File: src/rtl/stt_pkg.sv
package stt_pkg;

  typedef enum logic [11:0] {
    ModeIdle    = 12'b0000_0000_0001,
    ModeBang    = 12'b0000_0000_0010,
    ModeEqual   = 12'b0000_0000_0100,
    ModeLess    = 12'b0000_0000_1000,
    ModeGreater = 12'b0000_0001_0000,
    ModeSlash   = 12'b0000_0010_0000,
    ModeComment = 12'b0000_0100_0000,
    ModeString  = 12'b0000_1000_0000,
    ModeInt     = 12'b0001_0000_0000,
    ModeDot     = 12'b0010_0000_0000,
    ModeFrac    = 12'b0100_0000_0000,
    ModeIdent   = 12'b1000_0000_0000
  } scan_mode_e;

  localparam logic [4:0] KIND_LPAREN        = 5'd0;
  localparam logic [4:0] KIND_RPAREN        = 5'd1;
  localparam logic [4:0] KIND_LBRACE        = 5'd2;
  localparam logic [4:0] KIND_RBRACE        = 5'd3;
  localparam logic [4:0] KIND_COMMA         = 5'd4;
  localparam logic [4:0] KIND_DOT           = 5'd5;
  localparam logic [4:0] KIND_MINUS         = 5'd6;
  localparam logic [4:0] KIND_PLUS          = 5'd7;
  localparam logic [4:0] KIND_SEMICOLON     = 5'd8;
  localparam logic [4:0] KIND_STAR          = 5'd9;
  localparam logic [4:0] KIND_BANG          = 5'd10;
  localparam logic [4:0] KIND_BANG_EQUAL    = 5'd11;
  localparam logic [4:0] KIND_EQUAL         = 5'd12;
  localparam logic [4:0] KIND_EQUAL_EQUAL   = 5'd13;
  localparam logic [4:0] KIND_LESS          = 5'd14;
  localparam logic [4:0] KIND_LESS_EQUAL    = 5'd15;
  localparam logic [4:0] KIND_GREATER       = 5'd16;
  localparam logic [4:0] KIND_GREATER_EQUAL = 5'd17;
  localparam logic [4:0] KIND_SLASH         = 5'd18;
  localparam logic [4:0] KIND_STRING        = 5'd19;
  localparam logic [4:0] KIND_NUMBER        = 5'd20;
  localparam logic [4:0] KIND_IDENT         = 5'd21;
  localparam logic [4:0] KIND_EOF           = 5'd22;
  localparam logic [4:0] KIND_BAD_CHAR      = 5'd23;
  localparam logic [4:0] KIND_BAD_STRING    = 5'd24;

  localparam logic [7:0] CH_LPAREN     = 8'h28;
  localparam logic [7:0] CH_RPAREN     = 8'h29;
  localparam logic [7:0] CH_LBRACE     = 8'h7B;
  localparam logic [7:0] CH_RBRACE     = 8'h7D;
  localparam logic [7:0] CH_COMMA      = 8'h2C;
  localparam logic [7:0] CH_DOT        = 8'h2E;
  localparam logic [7:0] CH_MINUS      = 8'h2D;
  localparam logic [7:0] CH_PLUS       = 8'h2B;
  localparam logic [7:0] CH_SEMICOLON  = 8'h3B;
  localparam logic [7:0] CH_STAR       = 8'h2A;
  localparam logic [7:0] CH_BANG       = 8'h21;
  localparam logic [7:0] CH_EQUAL      = 8'h3D;
  localparam logic [7:0] CH_LESS       = 8'h3C;
  localparam logic [7:0] CH_GREATER    = 8'h3E;
  localparam logic [7:0] CH_SLASH      = 8'h2F;
  localparam logic [7:0] CH_SPACE      = 8'h20;
  localparam logic [7:0] CH_TAB        = 8'h09;
  localparam logic [7:0] CH_CR         = 8'h0D;
  localparam logic [7:0] CH_NEWLINE    = 8'h0A;
  localparam logic [7:0] CH_QUOTE      = 8'h22;
  localparam logic [7:0] CH_UNDERSCORE = 8'h5F;

  function automatic logic num_char(input logic [7:0] c);
    return c inside {[8'h30:8'h39]};
  endfunction

  function automatic logic word_start_char(input logic [7:0] c);
    return (c inside {[8'h61:8'h7A], [8'h41:8'h5A]}) || (c == CH_UNDERSCORE);
  endfunction

endpackage

File: src/rtl/source_text_tokenizer.sv
// Source text tokenizer.
// Input channel (in_valid_i/in_ready_o): one source byte per transfer on
// char_byte_i, or a transfer with end_of_source_i set that flushes any pending
// token and adds an end-of-file token.
// Output channel (out_valid_o/out_ready_i): one token per transfer with kind,
// lexeme start and length, line number, and last_of_run_o marking the final
// token caused by one input transfer.
// Latency: the first token of an input transfer is offered the cycle after
// that transfer. Tokens that need lookahead come out with the byte ending them.
// Throughput: one byte per cycle while each byte causes at most one token and
// the receiver takes every token. A byte causing more than one token holds off
// input while the three-entry result buffer drains them, one token per cycle
// when accepted; the next byte is taken in the cycle its last token leaves.
// Reset: scanner idle, position 0, line 1, result buffer empty.
// A stalled receiver holds the front token; input is taken again once the
// buffer is down to its last token and that token is transferred.
// Position and line counters saturate at all ones.
module source_text_tokenizer #(
  parameter int POSITION_BITS = 32,
  parameter int LINE_BITS     = 24
) (
  input  logic                     clk_i,
  input  logic                     rst_ni,
  input  logic                     in_valid_i,
  output logic                     in_ready_o,
  input  logic [7:0]               char_byte_i,
  input  logic                     end_of_source_i,
  output logic                     out_valid_o,
  input  logic                     out_ready_i,
  output logic [4:0]               token_kind_o,
  output logic [POSITION_BITS-1:0] lexeme_start_o,
  output logic [POSITION_BITS-1:0] lexeme_length_o,
  output logic [LINE_BITS-1:0]     line_number_o,
  output logic                     last_of_run_o
);

  localparam logic [POSITION_BITS-1:0] PosOne = POSITION_BITS'(1);
  localparam logic [POSITION_BITS-1:0] PosMax = '1;
  localparam logic [LINE_BITS-1:0]     LineOne = LINE_BITS'(1);
  localparam logic [LINE_BITS-1:0]     LineMax = '1;

  typedef struct packed {
    logic [4:0]               kind;
    logic [POSITION_BITS-1:0] start;
    logic [POSITION_BITS-1:0] len;
    logic [LINE_BITS-1:0]     line;
    logic                     last;
  } token_t;

  stt_pkg::scan_mode_e mode_q, mode_d;
  logic [POSITION_BITS-1:0] ts_q, ts_d;
  logic [POSITION_BITS-1:0] pos_q, pos_d;
  logic [LINE_BITS-1:0]     line_q, line_d;

  token_t     buf_q [3];
  token_t     new_tok [3];
  logic [1:0] cnt_q, new_cnt;

  logic in_fire, out_fire;
  assign in_fire  = in_valid_i && in_ready_o;
  assign out_fire = out_valid_o && out_ready_i;

  assign in_ready_o  = (cnt_q == 2'd0) || ((cnt_q == 2'd1) && out_ready_i);
  assign out_valid_o = (cnt_q != 2'd0);

  assign token_kind_o    = buf_q[0].kind;
  assign lexeme_start_o  = buf_q[0].start;
  assign lexeme_length_o = buf_q[0].len;
  assign line_number_o   = buf_q[0].line;
  assign last_of_run_o   = buf_q[0].last;

  // scan of a byte with no token pending
  logic                f_emit, f_set_start, f_nl;
  logic [4:0]          f_kind;
  stt_pkg::scan_mode_e f_mode;

  always_comb begin
    f_emit      = 1'b1;
    f_set_start = 1'b0;
    f_nl        = 1'b0;
    f_kind      = stt_pkg::KIND_BAD_CHAR;
    f_mode      = stt_pkg::ModeIdle;
    case (char_byte_i)
      stt_pkg::CH_LPAREN:    f_kind = stt_pkg::KIND_LPAREN;
      stt_pkg::CH_RPAREN:    f_kind = stt_pkg::KIND_RPAREN;
      stt_pkg::CH_LBRACE:    f_kind = stt_pkg::KIND_LBRACE;
      stt_pkg::CH_RBRACE:    f_kind = stt_pkg::KIND_RBRACE;
      stt_pkg::CH_COMMA:     f_kind = stt_pkg::KIND_COMMA;
      stt_pkg::CH_DOT:       f_kind = stt_pkg::KIND_DOT;
      stt_pkg::CH_MINUS:     f_kind = stt_pkg::KIND_MINUS;
      stt_pkg::CH_PLUS:      f_kind = stt_pkg::KIND_PLUS;
      stt_pkg::CH_SEMICOLON: f_kind = stt_pkg::KIND_SEMICOLON;
      stt_pkg::CH_STAR:      f_kind = stt_pkg::KIND_STAR;
      stt_pkg::CH_BANG: begin
        f_emit = 1'b0; f_set_start = 1'b1; f_mode = stt_pkg::ModeBang;
      end
      stt_pkg::CH_EQUAL: begin
        f_emit = 1'b0; f_set_start = 1'b1; f_mode = stt_pkg::ModeEqual;
      end
      stt_pkg::CH_LESS: begin
        f_emit = 1'b0; f_set_start = 1'b1; f_mode = stt_pkg::ModeLess;
      end
      stt_pkg::CH_GREATER: begin
        f_emit = 1'b0; f_set_start = 1'b1; f_mode = stt_pkg::ModeGreater;
      end
      stt_pkg::CH_SLASH: begin
        f_emit = 1'b0; f_set_start = 1'b1; f_mode = stt_pkg::ModeSlash;
      end
      stt_pkg::CH_SPACE, stt_pkg::CH_TAB, stt_pkg::CH_CR: f_emit = 1'b0;
      stt_pkg::CH_NEWLINE: begin
        f_emit = 1'b0; f_nl = 1'b1;
      end
      stt_pkg::CH_QUOTE: begin
        f_emit = 1'b0; f_set_start = 1'b1; f_mode = stt_pkg::ModeString;
      end
      default: begin
        if (stt_pkg::num_char(char_byte_i)) begin
          f_emit = 1'b0; f_set_start = 1'b1; f_mode = stt_pkg::ModeInt;
        end else if (stt_pkg::word_start_char(char_byte_i)) begin
          f_emit = 1'b0; f_set_start = 1'b1; f_mode = stt_pkg::ModeIdent;
        end
      end
    endcase
  end

  // spans of the pending token
  logic [POSITION_BITS-1:0] span_len, str_start, str_len, dot_pos;
  logic                     ts_before;
  assign ts_before = pos_q > ts_q;
  assign span_len  = pos_q - ts_q;
  assign str_start = (ts_q != PosMax) ? ts_q + PosOne : PosMax;
  assign str_len   = ts_before ? span_len - PosOne : '0;
  assign dot_pos   = ts_before ? pos_q - PosOne : ts_q;

  logic [4:0] op_kind;
  always_comb begin
    case (mode_q)
      stt_pkg::ModeBang:  op_kind = stt_pkg::KIND_BANG;
      stt_pkg::ModeEqual: op_kind = stt_pkg::KIND_EQUAL;
      stt_pkg::ModeLess:  op_kind = stt_pkg::KIND_LESS;
      default:            op_kind = stt_pkg::KIND_GREATER;
    endcase
  end

  // slot a: pending token, slot b: dot after a number, slot c: fresh or eof
  logic   a_v, b_v, c_v, use_fresh, nl;
  token_t a_tok, b_tok, c_tok;
  logic   is_dig, is_aln;
  assign is_dig = stt_pkg::num_char(char_byte_i);
  assign is_aln = is_dig || stt_pkg::word_start_char(char_byte_i);

  always_comb begin
    a_v       = 1'b0;
    b_v       = 1'b0;
    c_v       = 1'b0;
    use_fresh = 1'b0;
    nl        = 1'b0;
    mode_d    = mode_q;
    ts_d      = ts_q;
    a_tok     = '{kind: op_kind, start: ts_q, len: span_len, line: line_q, last: 1'b0};
    b_tok     = '{kind: stt_pkg::KIND_DOT, start: dot_pos, len: PosOne, line: line_q,
                  last: 1'b0};
    c_tok     = '{kind: f_kind, start: pos_q, len: PosOne, line: line_q, last: 1'b0};
    if (end_of_source_i) begin
      case (mode_q)
        stt_pkg::ModeBang, stt_pkg::ModeEqual, stt_pkg::ModeLess,
        stt_pkg::ModeGreater: a_v = 1'b1;
        stt_pkg::ModeSlash: begin
          a_v = 1'b1; a_tok.kind = stt_pkg::KIND_SLASH;
        end
        stt_pkg::ModeString: begin
          a_v = 1'b1; a_tok.kind = stt_pkg::KIND_BAD_STRING;
          a_tok.start = str_start; a_tok.len = str_len;
        end
        stt_pkg::ModeInt, stt_pkg::ModeFrac: begin
          a_v = 1'b1; a_tok.kind = stt_pkg::KIND_NUMBER;
        end
        stt_pkg::ModeDot: begin
          a_v = 1'b1; b_v = 1'b1; a_tok.kind = stt_pkg::KIND_NUMBER;
          a_tok.len = dot_pos - ts_q;
        end
        stt_pkg::ModeIdent: begin
          a_v = 1'b1; a_tok.kind = stt_pkg::KIND_IDENT;
        end
        default: ;
      endcase
      c_v        = 1'b1;
      c_tok.kind = stt_pkg::KIND_EOF;
      c_tok.len  = '0;
      mode_d     = stt_pkg::ModeIdle;
    end else begin
      case (mode_q)
        stt_pkg::ModeBang, stt_pkg::ModeEqual, stt_pkg::ModeLess,
        stt_pkg::ModeGreater: begin
          a_v = 1'b1;
          if (char_byte_i == stt_pkg::CH_EQUAL) begin
            a_tok.kind = op_kind + 5'd1;
            a_tok.len  = span_len + PosOne;
            mode_d     = stt_pkg::ModeIdle;
          end else begin
            use_fresh = 1'b1;
          end
        end
        stt_pkg::ModeSlash: begin
          if (char_byte_i == stt_pkg::CH_SLASH) begin
            mode_d = stt_pkg::ModeComment;
          end else begin
            a_v = 1'b1; a_tok.kind = stt_pkg::KIND_SLASH; use_fresh = 1'b1;
          end
        end
        stt_pkg::ModeComment: use_fresh = (char_byte_i == stt_pkg::CH_NEWLINE);
        stt_pkg::ModeString: begin
          if (char_byte_i == stt_pkg::CH_QUOTE) begin
            a_v = 1'b1; a_tok.kind = stt_pkg::KIND_STRING;
            a_tok.start = str_start; a_tok.len = str_len;
            mode_d = stt_pkg::ModeIdle;
          end else if (char_byte_i == stt_pkg::CH_NEWLINE) begin
            nl = 1'b1;
          end
        end
        stt_pkg::ModeInt: begin
          if (char_byte_i == stt_pkg::CH_DOT) begin
            mode_d = stt_pkg::ModeDot;
          end else if (!is_dig) begin
            a_v = 1'b1; a_tok.kind = stt_pkg::KIND_NUMBER; use_fresh = 1'b1;
          end
        end
        stt_pkg::ModeDot: begin
          if (is_dig) begin
            mode_d = stt_pkg::ModeFrac;
          end else begin
            a_v = 1'b1; b_v = 1'b1; a_tok.kind = stt_pkg::KIND_NUMBER;
            a_tok.len = dot_pos - ts_q; use_fresh = 1'b1;
          end
        end
        stt_pkg::ModeFrac: begin
          if (!is_dig) begin
            a_v = 1'b1; a_tok.kind = stt_pkg::KIND_NUMBER; use_fresh = 1'b1;
          end
        end
        stt_pkg::ModeIdent: begin
          if (!is_aln) begin
            a_v = 1'b1; a_tok.kind = stt_pkg::KIND_IDENT; use_fresh = 1'b1;
          end
        end
        default: use_fresh = 1'b1;
      endcase
      if (use_fresh) begin
        mode_d = f_mode;
        c_v    = f_emit;
        nl     = f_nl;
        if (f_set_start) ts_d = pos_q;
      end
    end
  end

  assign pos_d  = (!end_of_source_i && (pos_q != PosMax)) ? pos_q + PosOne : pos_q;
  assign line_d = (nl && (line_q != LineMax)) ? line_q + LineOne : line_q;

  // pack slots in order; b is only set together with a
  always_comb begin
    new_cnt    = 2'({1'b0, a_v} + {1'b0, b_v} + {1'b0, c_v});
    new_tok[0] = a_v ? a_tok : c_tok;
    new_tok[1] = b_v ? b_tok : c_tok;
    new_tok[2] = c_tok;
    new_tok[0].last = (new_cnt == 2'd1);
    new_tok[1].last = (new_cnt == 2'd2);
    new_tok[2].last = 1'b1;
  end

  always_ff @(posedge clk_i or negedge rst_ni) begin
    if (!rst_ni) begin
      mode_q <= stt_pkg::ModeIdle;
      ts_q   <= '0;
      pos_q  <= '0;
      line_q <= LineOne;
      cnt_q  <= 2'd0;
    end else begin
      if (in_fire) begin
        mode_q <= mode_d;
        ts_q   <= ts_d;
        pos_q  <= pos_d;
        line_q <= line_d;
        cnt_q  <= new_cnt;
      end else if (out_fire) begin
        cnt_q <= cnt_q - 2'd1;
      end
    end
  end

  always_ff @(posedge clk_i) begin
    if (in_fire) begin
      buf_q[0] <= new_tok[0];
      buf_q[1] <= new_tok[1];
      buf_q[2] <= new_tok[2];
    end else if (out_fire) begin
      buf_q[0] <= buf_q[1];
      buf_q[1] <= buf_q[2];
    end
  end

`ifndef SYNTHESIS
  a_pos_advance: assert property (@(posedge clk_i) disable iff (!rst_ni)
    in_fire && !end_of_source_i |=>
      ($past(pos_q) == PosMax) || (pos_q == $past(pos_q) + PosOne))
    else $error("position did not advance on a byte");

  a_eos_emits: assert property (@(posedge clk_i) disable iff (!rst_ni)
    in_fire && end_of_source_i |=> out_valid_o && (mode_q == stt_pkg::ModeIdle))
    else $error("end of source gave no token or left scanner busy");

  a_last_marked: assert property (@(posedge clk_i) disable iff (!rst_ni)
    (cnt_q == 2'd1) |-> buf_q[0].last)
    else $error("final buffered token not marked last");

  a_line_nonzero: assert property (@(posedge clk_i) disable iff (!rst_ni)
    line_q != '0)
    else $error("line count wrapped to zero");
`endif

endmodule
File: config.mk
export PLATFORM = sky130hd
export DESIGN_NAME = source_text_tokenizer
export DESIGN_NICKNAME = d
export VERILOG_FILES = /design/src/rtl/stt_pkg.sv /design/src/rtl/source_text_tokenizer.sv
export SDC_FILE = /design/constraint.sdc
export NUM_CORES = 1
export LEC_CHECK = 0
export BUFFER_PORTS_ARGS = -buffer_cell sky130_fd_sc_hd__buf_2
export CAP_MARGIN = 20
export CORE_ASPECT_RATIO = 1.1
export CORE_UTILIZATION = 38
export DETAILED_ROUTE_END_ITERATION = 6
export PLACE_DENSITY = 0.61
export SETUP_SLACK_MARGIN = 0.15
export SLEW_MARGIN = 20
export SYNTH_ARGS = -nofsm -noshare
export SYNTH_HDL_FRONTEND = slang
export SYNTH_SLANG_ARGS = --single-unit
File: constraint.sdc
create_clock -name clk_i -period 6.7 [get_ports clk_i]
set_clock_uncertainty 0.2 [all_clocks]
set_input_delay 0.335 -clock clk_i [delete_from_list [all_inputs] [get_ports clk_i]]
set_output_delay 0.335 -clock clk_i [all_outputs]
set_load 0.01 [all_outputs]
Word level (Yosys, flattened, before mapping)

Memories as Yosys holds them, arrays and structs flattened.
Index checks and enable logic that the tools add are counted.
Widths: inputs -> output; s select.

Flip-flop bits (word level): 102
Memory bits (writable): 282
Bits of input ports: 13
Output and inout port bits: 96
Word-level logic and storage cells: 171
Memories kept: 1

Memory list:

| memory | words | bits a word | read ports | clocked after memory_dff | write ports | line                        | text |
|---|---|---|---|---|---|---|---|
| buf_q  | 3     | 94          | 3          | 0                        | 3           | source_text_tokenizer.sv:55 | `token_t buf_q [3];` |

Add/subtract/negate cells: 12
Magnitude comparators: 7
Equality and inequality tests: 43
Mux-type cells: 71
Bitwise operators: 3
Reductions and logical operators: 29

Operator list:

| kind                  | number |
|---|---|
| $mux 94               | 4 |
| $mux 32               | 7 |
| $mux 69               | 2 |
| $eq 8x6->1 const B    | 15 |
| $mux 12               | 9 |
| $add 32x1->32 const B | 3 |
| $pmux 32 s3           | 1 |
| $pmux 12 s7           | 1 |
| $ne 32x32->1 const B  | 2 |
| $pmux 32 s2           | 1 |
| $sub 32x1->32 const B | 2 |
| $sub 32x32->32        | 2 |
| $pmux 12 s5           | 1 |
| $pmux 5 s10           | 1 |
| $gt 32x32->1          | 1 |
| $mux 5                | 6 |
| $pmux 5 s6            | 1 |
| $reduce_or 10->1      | 3 |
| $mux 1                | 29 |
| $add 24x1->24 const B | 1 |
| $eq 8x4->1 const B    | 3 |
| $eq 8x7->1 const B    | 3 |
| $ne 24x24->1 const B  | 1 |
| $ne 4x4->1 const B    | 5 |
| 43 further kinds      | 61 |

Depth between registers and ports, before layout

Gate-level depths: netlist of the first run.

Word-level depth: 13
Depth in mapped cells: 28
Gate-level depth less buffers: 26

Worst setup path after synthesis of the first run

Ideal clock, no wire load.

Kind: reg-to-reg
Start point: register pos_q[0]
End point: memory buf_q[0][56] (netlist bit), data pin
Library setup time: 270 ps
Data arrival time: 5982 ps
Data required time: 6230 ps
Slack: 248 ps
Cell stages (with the launch flop): 28
Buffers on the path: 3
Clock period less this slack: 6452 ps
Cell sequence: dfrtp_1 clkbuf_1 inv_1 ha_1 inv_1 fa_1 a211oi_1 o211ai_2 and3_1 nor4_1 a2111oi_1 o21ai_1 clkbuf_1 buf_1 nand2_1 o21ai_0 ha_1 a211oi_1 o21bai_1 a211oi_1 o21ai_0 a221o_1 o211a_1 o211a_1 or3_1 a31o_2 o22ai_1 a21oi_1

RTL lines:

| element                | line                         | text |
|---|---|---|
| from (decl)            | source_text_tokenizer.sv:52  | `logic [POSITION_BITS-1:0] pos_q, pos_d;` |
| from (signal assigned) | source_text_tokenizer.sv:282 | `pos_q <= pos_d;` |
| to (decl)              | source_text_tokenizer.sv:55  |  |

==> results of run 1 <==
## worst min path at each step
| stage | startpoint | endpoint | slack, ns |
|---|---|---|---|
| CTS | rst_ni | ts_q[29] | 0.08 |
| global placement | rst_ni | pos_q[27] | 0.16 |
| finish | rst_ni | ts_q[30] | 0.09 |
| global route | rst_ni | ts_q[31] | 0.14 |
| detailed placement | rst_ni | pos_q[27] | 0.16 |
| floorplan | rst_ni | cnt_q[0] | -0.16 |
## kinds of logic after synthesis
kind of cell / share of synthesized area (%)
and+or+nand+nor: 22.1
buffers and inverters: 7.02
adders and majority gates: 4.28
DFF: 40.7
muxes: 0.608
AOI/OAI and AO/OA: 17.1
xor gates and xnor gates: 8.16
## metrics by stage
stage / utilization, % / power (W) / setup WS (ns)
2_1_floorplan: - / 0.00753 / 0.248
3_3_place_gp: 40.3 / 0.00936 / 0.362
3_5_place_dp: 40.3 / 0.00940 / 0.148
4_1_cts: 42.5 / 0.0116 / 0.151
5_1_grt: 42.7 / 0.0124 / 0.0919
6_report: 42.7 / 0.0117 / 0.523
## flip-flops by register name (all words and copies together), names as in the netlist
name,count
ts_q,32
line_q,24
buf_q,219
cnt_q,2
pos_q,32
mode_q,12
## placed cells by master, fill, tap and decap left out, types with 14 or more instances in the layout
cell type	netlist	final
nand2_1	489	488
edfxtp_1	219	219
nor2_1	197	196
o21ai_0	165	162
xnor2_1	141	140
a21oi_1	127	127
buf_4	97	115
buf_2	31	107
dfrtp_1	100	100
nand3_1	73	72
ha_1	72	71
inv_1	67	66
xor2_1	66	66
nor3_1	58	58
a31oi_1	54	53
clkbuf_16	0	39
nand4_1	38	38
o22ai_1	37	37
and3_1	31	30
a21o_1	28	28
nor4_1	19	18
and2_1	17	17
or3_1	17	17
a211oi_1	18	16
o211ai_1	16	16
o31ai_1	17	15
nand2b_1	14	14
## power groups by stage
| stage | logic [W] | registers (W) | clock network (W) |
|---|---|---|---|
| floorplan | 0.00440 | 0.00313 | 0 |
| global placement | 0.00623 | 0.00313 | 0 |
| detailed placement | 0.00626 | 0.00314 | 0 |
| CTS | 0.00630 | 0.00311 | 0.00222 |
| global route | 0.00691 | 0.00317 | 0.00229 |
| finish | 0.00640 | 0.00310 | 0.00218 |
## layout make-up
cell class	count	share of cell area, %
clock buffer	49	4.06
clock inverter	21	1.05
sequential	321	36.6
inverter	69	1.04
multi-input combinational	1948	47.6
antenna	1	0.0100
tap	760	3.81
timing repair buffer	225	5.84
## layer usage
layer / GRT usage [%] / vias to the layer above / share of wire, %
li1: - / 9248 / -
met5: 0 / - / 0
met2: 43.5 / 658 / 51
met3: 2.85 / 175 / 4.9
met4: 10.9 / 0 / 4.7
met1: 29.3 / 9493 / 40
## critical path, cell delays in order, from the launching register on
cell,delay [ns]
dfrtp_1,0.38
inv_1,0.13
ha_1,0.19
inv_1,0.05
fa_1,0.42
a211oi_2,0.27
o211ai_2,0.16
and3_1,0.27
nor4_4,0.24
a2111oi_4,0.14
o21ai_4,0.32
buf_12,0.20
nor2_1,0.06
a21oi_1,0.22
ha_1,0.36
a21oi_1,0.36
nand2_1,0.09
a21oi_1,0.23
o211a_4,0.23
a211oi_1,0.12
o211a_1,0.26
o211a_1,0.23
or3_1,0.30
a31o_2,0.22
o22ai_1,0.16
a21oi_1,0.09
## repair_timing
| item | 4_1_cts | 5_1_grt |
|---|---|---|
| hold endpoints to repair | 38 | 0 |
| hold buffers | 1 | 0 |
| buffers inserted | 0 | 2 |
| resized for setup | 0 | 14 |
| setup endpoints to repair | 0 | 17 |
==> results.toml, run 1 <==
[drt]
ant_nets = 0
firstDrtPassIters = 7
drt-total-wl_mm = 74.8
drc = 2
vias_per_cell = 5.77
drtIter0Drc = 1741
routed-via-count = 19600
avgRoutedWirePerCell_um = 22.1

[timing]
setup_violations = 0
hold_viol_final = 0
slew_violations = 0
relSlewSlack_pct = 24.8
fmax_mhz = 162
setup_tns_ns = 0
worst_pin_slew_ns = 1.13
period_share_pct = 92.2
rsz0062_at_grt = "true"
fin_crit_ns = 6.18
holdWs_ns = 0.0851

[cells_and_area]
drive_gt1_share_pct = 13.8
fillers = 5799
multi_input_area_um2 = 11900
final_cell_count_no_fill = 3394
finalInstanceArea_um2 = 24900
area_delta_synth_final_pct = 11.2
layout.nets = 2692
regArea_um2 = 9130

[outcome]
status = "complete, but fails checks"
failed_checks = "DRC"

[placed_design]
port_buffers = 108
placed_cell_area_um2 = 23500
dp.final_hpwl_mm = 55.9
dp.cells = 3319
place.gp.congestion = 0.973

[grt]
overflow = 0
antenna_found_initial = 0
grt_max_degree = 112
grt_pass1_wl_mm = 113
grt_pass1_vias = 18800
grt_usage_pct = 24.5

[synth]
yosysWarnings = 0
ys_seq_area_share_pct = 40.7
synth_common_cells = "nand2_1, edfxtp_1, nor2_1, o21ai_0, xnor2_1"
yosysUniqueCellTypes = 101
yosysMostFrequentCell = "nand2_1"
syn-cell-area_um2 = 22400
netlist.area_leader.share_pct = 29.3
ys_seq_elements = 321
syn_avg_cell_area_um2 = 8.71
synthesis.nets = 2663
syn_inst = 2575
async_reset_ff_share_pct = 31.8
synth-edff-count = 219
synth_ff_type = "edfxtp_1"
yosysTopAreaCell = "edfxtp_1"
synth_area_leaders = "edfxtp_1, dfrtp_1, nand2_1"

[cts]
cts_buffers = 39
cts.htree.levels = 2
cts_max_path_buffers = 3
cts_sinks = 321
cts.clk_slew.worst_paths_ns = 0.08
cts_root_buffer = "clkbuf_16"
cts_tree = "built"
clk_latency_ns = 0.59

[critical_path]
endpoint = "buf_q[0][56]"
startpoint = "pos_q[0]"
crit_arrival_ns = 6.26
end_kind = "register"
worstPathRequired_ns = 6.79
crit-reg2reg-capture = "buf_q[0][56]"
criticalPathCategory = "register to register"
r2r_cells = 25
r2r_start = "pos_q[0]"
ff2ff_setup_slack_ns = 0.52
crit_path_start_kind = "register"
crit_fanout = 21

[floorplan]
fp.dieH_um = 257
io_pins = 109
die_width_um = 234
rows = 93
floorplan.initialDensity_pct = 38.4
fp.dieArea_um2 = 60000
core_um2 = 58400

[power]
power.internal_w = 0.00640
p_leak_nw = 9.93
switching_share_pct = 45.2
p_sw_w = 0.00528
comb_power_share_pct = 54.8
pwr-share-clk_pct = 18.7
vdd_drop_max_mv = 0.250
p_per_area_nw_per_um2 = 468
seqPwrFrac_pct = 26.6

[job]
maxCapViolations = 0

[worst_hold_path]
hp-class = "input port to async pin"
(Power assumes the default switching activity.)
==> inputs of run 2 (changes only) <==
==> constraint.sdc (replaced) <==
create_clock -name clk_i -period 6.7 [get_ports clk_i]
set_clock_uncertainty 0.2 [all_clocks]
set_input_delay 1.34 -clock clk_i [delete_from_list [all_inputs] [get_ports clk_i]]
set_output_delay 1.34 -clock clk_i [all_outputs]
set_load 0.01 [all_outputs]
==> run 2 against run 1 <==
  * The flow still finishes with violations (DRC)
  * Clock power down 3%
  * Flip-flop and latch count unchanged
  * Cell area about the same
  * Setup slack worse by 0.036 ns
  * First-iteration DRC count down 8.4%
  * Worst hold slack better by 0.21 ns
  * Wire length up 0.49%
  * Register-to-register slack worse by 0.04 ns
  * Via count up 0.43%
  * Cell count up 0.12%
  * Largest power group unchanged
  * Highest routed layer unchanged
==> results.toml, run 2 (synthesis results as in run 1) <==
[critical_path]
crit_arrival_ns = 6.32
ff2ff_setup_slack_ns = 0.49
cpPeakStageDelay_ns = 0.43
startpoint = "pos_q[0]"
r2r_cells = 26
endpoint = "buf_q[0][56]"
crit-reg2reg-capture = "buf_q[0][56]"
end_kind = "register"
worstPathRequired_ns = 6.81
crit_fanout = 9
r2r_start = "pos_q[0]"
crit_path_start_kind = "register"
cpMaxStageDelayCell = "fa_1"
criticalPathCategory = "register to register"

[cells_and_area]
area_delta_synth_final_pct = 11.2
largest_reg_flops = 219
top_register = "buf_q"
diodes = 0
fin_util_pct = 42.7
drive_gt1_share_pct = 13.8
layout.nets = 2695
mostFrequentLayoutCells = "nand2_1, edfxtp_1, nor2_1"
mostFrequentLayoutCell = "nand2_1"
reg_top3 = "buf_q (219), pos_q (32), ts_q (32)"
fillers = 5742

[job]
maxCapViolations = 0

[grt]
grt_max_degree = 158
antenna_found_initial = 1
overflow = 0
grt_pass1_wl_mm = 114
grt_usage_pct = 24.7
grt_pass1_vias = 19200

[power]
p_leak_nw = 9.93
p_per_area_nw_per_um2 = 463
total_power_w = 0.0116
vdd_drop_max_mv = 0.402

[drt]
avgRoutedWirePerCell_um = 22.1
drc = 22
drt-total-wl_mm = 75.2
vias_per_cell = 5.79
drtIter0Drc = 1594
ant_nets = 0
firstDrtPassIters = 7
routed-via-count = 19700

[cts]
cts.clk_slew.worst_paths_ns = 0.06
cts_sinks = 321
cts_max_path_buffers = 3
clk_latency_ns = 0.59
cts_root_buffer = "clkbuf_16"
cts_tree = "built"
cts.htree.levels = 2
cts_buffers = 39
ctsHoldBuffers = 0

[timing]
period_share_pct = 92.7
fmax_mhz = 161
setup_tns_ns = 0
hold_viol_final = 0
slew_violations = 0
relSlewSlack_pct = 26.7
rsz0062_at_grt = "true"
fin_crit_ns = 6.21
worst_pin_slew_ns = 1.09
setup_violations = 0

[floorplan]
core_um2 = 58400
floorplan.initialDensity_pct = 38.4
io_pins = 109
rows = 93
die_width_um = 234
fp.dieArea_um2 = 60000
fp.dieH_um = 257

[worst_hold_path]
hp-class = "register to register"

[placed_design]
dp.final_hpwl_mm = 56.3
port_buffers = 108
place.gp.congestion = 0.963

[outcome]
status = "complete, but fails checks"
failed_checks = "DRC"
## run 2: critical path: cells and delay by family (launching register included)
family	cells	cell delay [ns]
compound gates	15	3.08
fa+ha+maj	3	0.90
buf+inv	4	0.48
flops	1	0.38
simple gates	4	0.89
## run 2: metrics by stage
step                hold slack, ns  instances  area (um2)  setup WS [ns]
floorplan                    0.245       2575       22400          0.248
CTS                          0.299       3398       24900         0.0933
detailed placement           0.285       3324       23600         0.0667
global placement             0.271       3324       23600          0.199
global route                 0.301       3398       24900          0.122
finish                       0.297       3398       24900          0.487
## run 2: area by class of cell
class	count	area [um2]	share of cell area, %
repair buffers	228	1480	5.94
flip-flops and latches	321	9130	36.6
clock inverters	10	126	0.507
inverters	69	259	1.04
clock buffers	62	1140	4.59
well taps	760	951	3.81
multi-input cells	1948	11800	47.5
## run 2: how the worst min path moves through the flow
stage | endpoint | cells after the start | slack (ns) | start
floorplan | buf_q[1][71] | 0 | 0.25 | pos_q[14]
global placement | buf_q[1][23] | 0 | 0.27 | line_q[22]
detailed placement | buf_q[1][23] | 0 | 0.29 | line_q[22]
CTS | buf_q[1][23] | 0 | 0.30 | line_q[22]
global route | buf_q[1][23] | 0 | 0.30 | line_q[22]
finish | buf_q[1][23] | 0 | 0.30 | line_q[22]
## run 2: timing repair
item	CTS	global route
endpoints found under the setup margin	4	18
gates resized for setup	1	11
cloned	0	0
pin swaps	1	1
buffers inserted	2	0
## run 2: per-layer routing
layer | vias up | track usage (%) | share of wire (%)
met5 | - | 0 | 0
met4 | 0 | 10.3 | 4.1
met3 | 164 | 3.11 | 4.9
met2 | 642 | 44.2 | 51
met1 | 9605 | 29.5 | 40
li1 | 9248 | - | -
## run 2: report_power, final
| group | internal, W | switching [W] |
|---|---|---|
| clock | 0.00122 | 0.000900 |
| sequential | 0.00287 | 0.000233 |
| combinational | 0.00224 | 0.00410 |
| total | 0.00633 | 0.00523 |
==> inputs of run 3 (changes only) <==
--- a/config.mk
+++ b/config.mk
@@ -9,4 +9,5 @@
 export CAP_MARGIN = 20
 export CORE_ASPECT_RATIO = 1.1
+export CORE_MARGIN = 2
 export CORE_UTILIZATION = 38
 export DETAILED_ROUTE_END_ITERATION = 6
==> constraint.sdc (replaced) <==
create_clock -name clk_i -period 6.7 [get_ports clk_i]
set_clock_uncertainty 0.2 [all_clocks]
set_input_delay 0.67 -clock clk_i [delete_from_list [all_inputs] [get_ports clk_i]]
set_output_delay 0.67 -clock clk_i [all_outputs]
set_load 0.01 [all_outputs]
==> run 3 against run 2 <==
  * The run now ends clean
  * Die area up 1.6%
  * Worst hold slack worse by 0.017 ns
  * Setup slack got worse by 0.037 ns
  * Largest power group unchanged
  * Highest routed layer unchanged
==> results.toml, run 3 (synthesis results as in run 1) <==
[grt]
grt_pass1_wl_mm = 112
antenna_found_initial = 0
grt_max_degree = 84
grt_usage_pct = 23.5
overflow = 0
grt_pass1_vias = 18800

[power]
p_per_area_nw_per_um2 = 470
seqPwrFrac_pct = 26.5
p_sw_w = 0.00531
pwr-share-clk_pct = 18.0
switching_share_pct = 45.2
comb_power_share_pct = 55.6
p_leak_nw = 9.99
power.internal_w = 0.00643
vdd_drop_max_mv = 0.249

[floorplan]
fp.dieArea_um2 = 61000
core_um2 = 58400
io_pins = 109
rows = 93
fp.dieH_um = 259
die_width_um = 236
floorplan.initialDensity_pct = 38.4

[critical_path]
cpPeakStageDelay_ns = 0.66
ff2ff_setup_slack_ns = 0.45
r2r_start = "pos_q[20]"
crit-reg2reg-capture = "buf_q[0][56]"
r2r_cells = 20
critPathTopFamily = "compound AO/OA/AOI/OAI gates"
crit_arrival_ns = 6.35
criticalPathCategory = "register to register"
worstPathRequired_ns = 6.80
cpMaxStageDelayCell = "nor4_1"
end_kind = "register"
crit_path_cell_trace = "ha_1 -> nand4_1 -> nor4_1 -> a31oi_1 -> o21ai_4 -> buf_4 -> nand2_1 -> o21ai_0 -> ha_1 -> a211oi_1 -> o21bai_1 -> a211oi_1 -> o21ai_0 -> a221o_1 -> o211a_1 -> o211a_1 -> or3_1 -> a31o_2 -> o22ai_1 -> a21oi_1"
path_buf_inv = 1
crit_fanout = 12
crit_path_start_kind = "register"

[cts]
cts_tree = "built"
cts.clk_slew.worst_paths_ns = 0.06
cts_sinks = 321
cts_buffers = 38
cts.htree.levels = 2
cts_max_path_buffers = 3
cts_root_buffer = "clkbuf_16"
clk_latency_ns = 0.58

[timing]
setup_slack_ns = 0.450
fin_crit_ns = 6.25
setup_violations = 0
period_share_pct = 93.3
rsz0062_at_grt = "false"
worst_pin_slew_ns = 1.14
relSlewSlack_pct = 23.2
hold_viol_final = 0
setup_tns_ns = 0
holdWs_ns = 0.280
fmax_mhz = 160
slew_violations = 0

[drt]
avgRoutedWirePerCell_um = 21.7
drc = 0
vias_per_cell = 5.77
firstDrtPassIters = 6
routed-via-count = 19700
ant_nets = 0
drtIter0Drc = 1796
drt-total-wl_mm = 73.9

[cells_and_area]
diodes = 0
mostFrequentLayoutCells = "nand2_1, edfxtp_1, nor2_1"
layout.nets = 2710
mostFrequentLayoutCell = "nand2_1"
top_register = "buf_q"
area_delta_synth_final_pct = 11.4
largest_reg_flops = 219
drive_gt1_share_pct = 14.4
fillers = 5795
reg_top3 = "buf_q (219), pos_q (32), ts_q (32)"

[worst_hold_path]
hold_depth = 0
hp-class = "register to register"
whs_endpoint = "buf_q[1][23]"
hp-start = "line_q[22]"

[placed_design]
dp.final_hpwl_mm = 54.5
place_ws_ns = 0.365
port_buffers = 108
place.gp.congestion = 0.943

[job]
maxCapViolations = 0

[outcome]
status = "finished, final reports clean"
## run 3: cell count changes in the layout (fill, tap and decap cells not counted), moves of 2 or more
cell       change
clkinv_2       +2
o21ai_2        +2
buf_12         -3
clkinv_1       +4
bufinv_16      +2
buf_4         +16
clkbuf_8       -4
clkbuf_1       -4
## run 3: power by group through the flow
stage               logic (W)  registers (W)  clock network, W
floorplan             0.00440        0.00313                 0
global route          0.00703        0.00317           0.00222
global placement      0.00637        0.00314                 0
detailed placement    0.00640        0.00315                 0
CTS                   0.00644        0.00311           0.00216
finish                0.00653        0.00311           0.00211
## run 3: worst max-delay path by stage
stage / startpoint / end / depth (start not counted)
floorplan: pos_q[0] / buf_q[0][56] / 27
global placement: pos_q[0] / buf_q[0][56] / 28
detailed placement: pos_q[0] / buf_q[0][47] / 30
CTS: pos_q[0] / buf_q[0][47] / 30
global route: pos_q[0] / buf_q[0][56] / 30
finish: pos_q[20] / buf_q[0][56] / 20
## run 3: through the flow
stage / area [um2] / total power, W / std cells / utilization [%]
after global routing: 25000 / 0.0124 / 3412 / 42.8
after floorplan: 22400 / 0.00753 / 2575 / -
final: 25000 / 0.0117 / 3412 / 42.8
after detailed placement: 23700 / 0.00955 / 3337 / 40.5
after global placement: 23700 / 0.00951 / 3337 / 40.5
after CTS: 24900 / 0.0117 / 3408 / 42.6
## run 3: routing by layer
| layer | vias up | track usage [%] | part of all wire [%] |
|---|---|---|---|
| met5 | - | 0 | 0 |
| met4 | 0 | 9.38 | 4.1 |
| met3 | 155 | 2.85 | 4.9 |
| met2 | 647 | 41.8 | 50 |
| met1 | 9591 | 28.9 | 41 |
| li1 | 9281 | - | - |
## run 3: final cells by class
class,count,area (um2),share of cell area (%)
clock buffers,53,1050,4.20
clock inverters,17,185,0.741
inverters,69,259,1.04
multi-input cells,1949,11800,47.4
flip-flops and latches,321,9130,36.6
well taps,760,951,3.81
repair buffers,243,1560,6.26
## run 3: timing repair
| action | CTS | global route |
|---|---|---|
| setup endpoints to repair | 0 | 16 |
| hold buffers | 1 | 0 |
| buffers inserted | 0 | 3 |
| resized for setup | 0 | 12 |
| hold endpoints to repair | 36 | 0 |
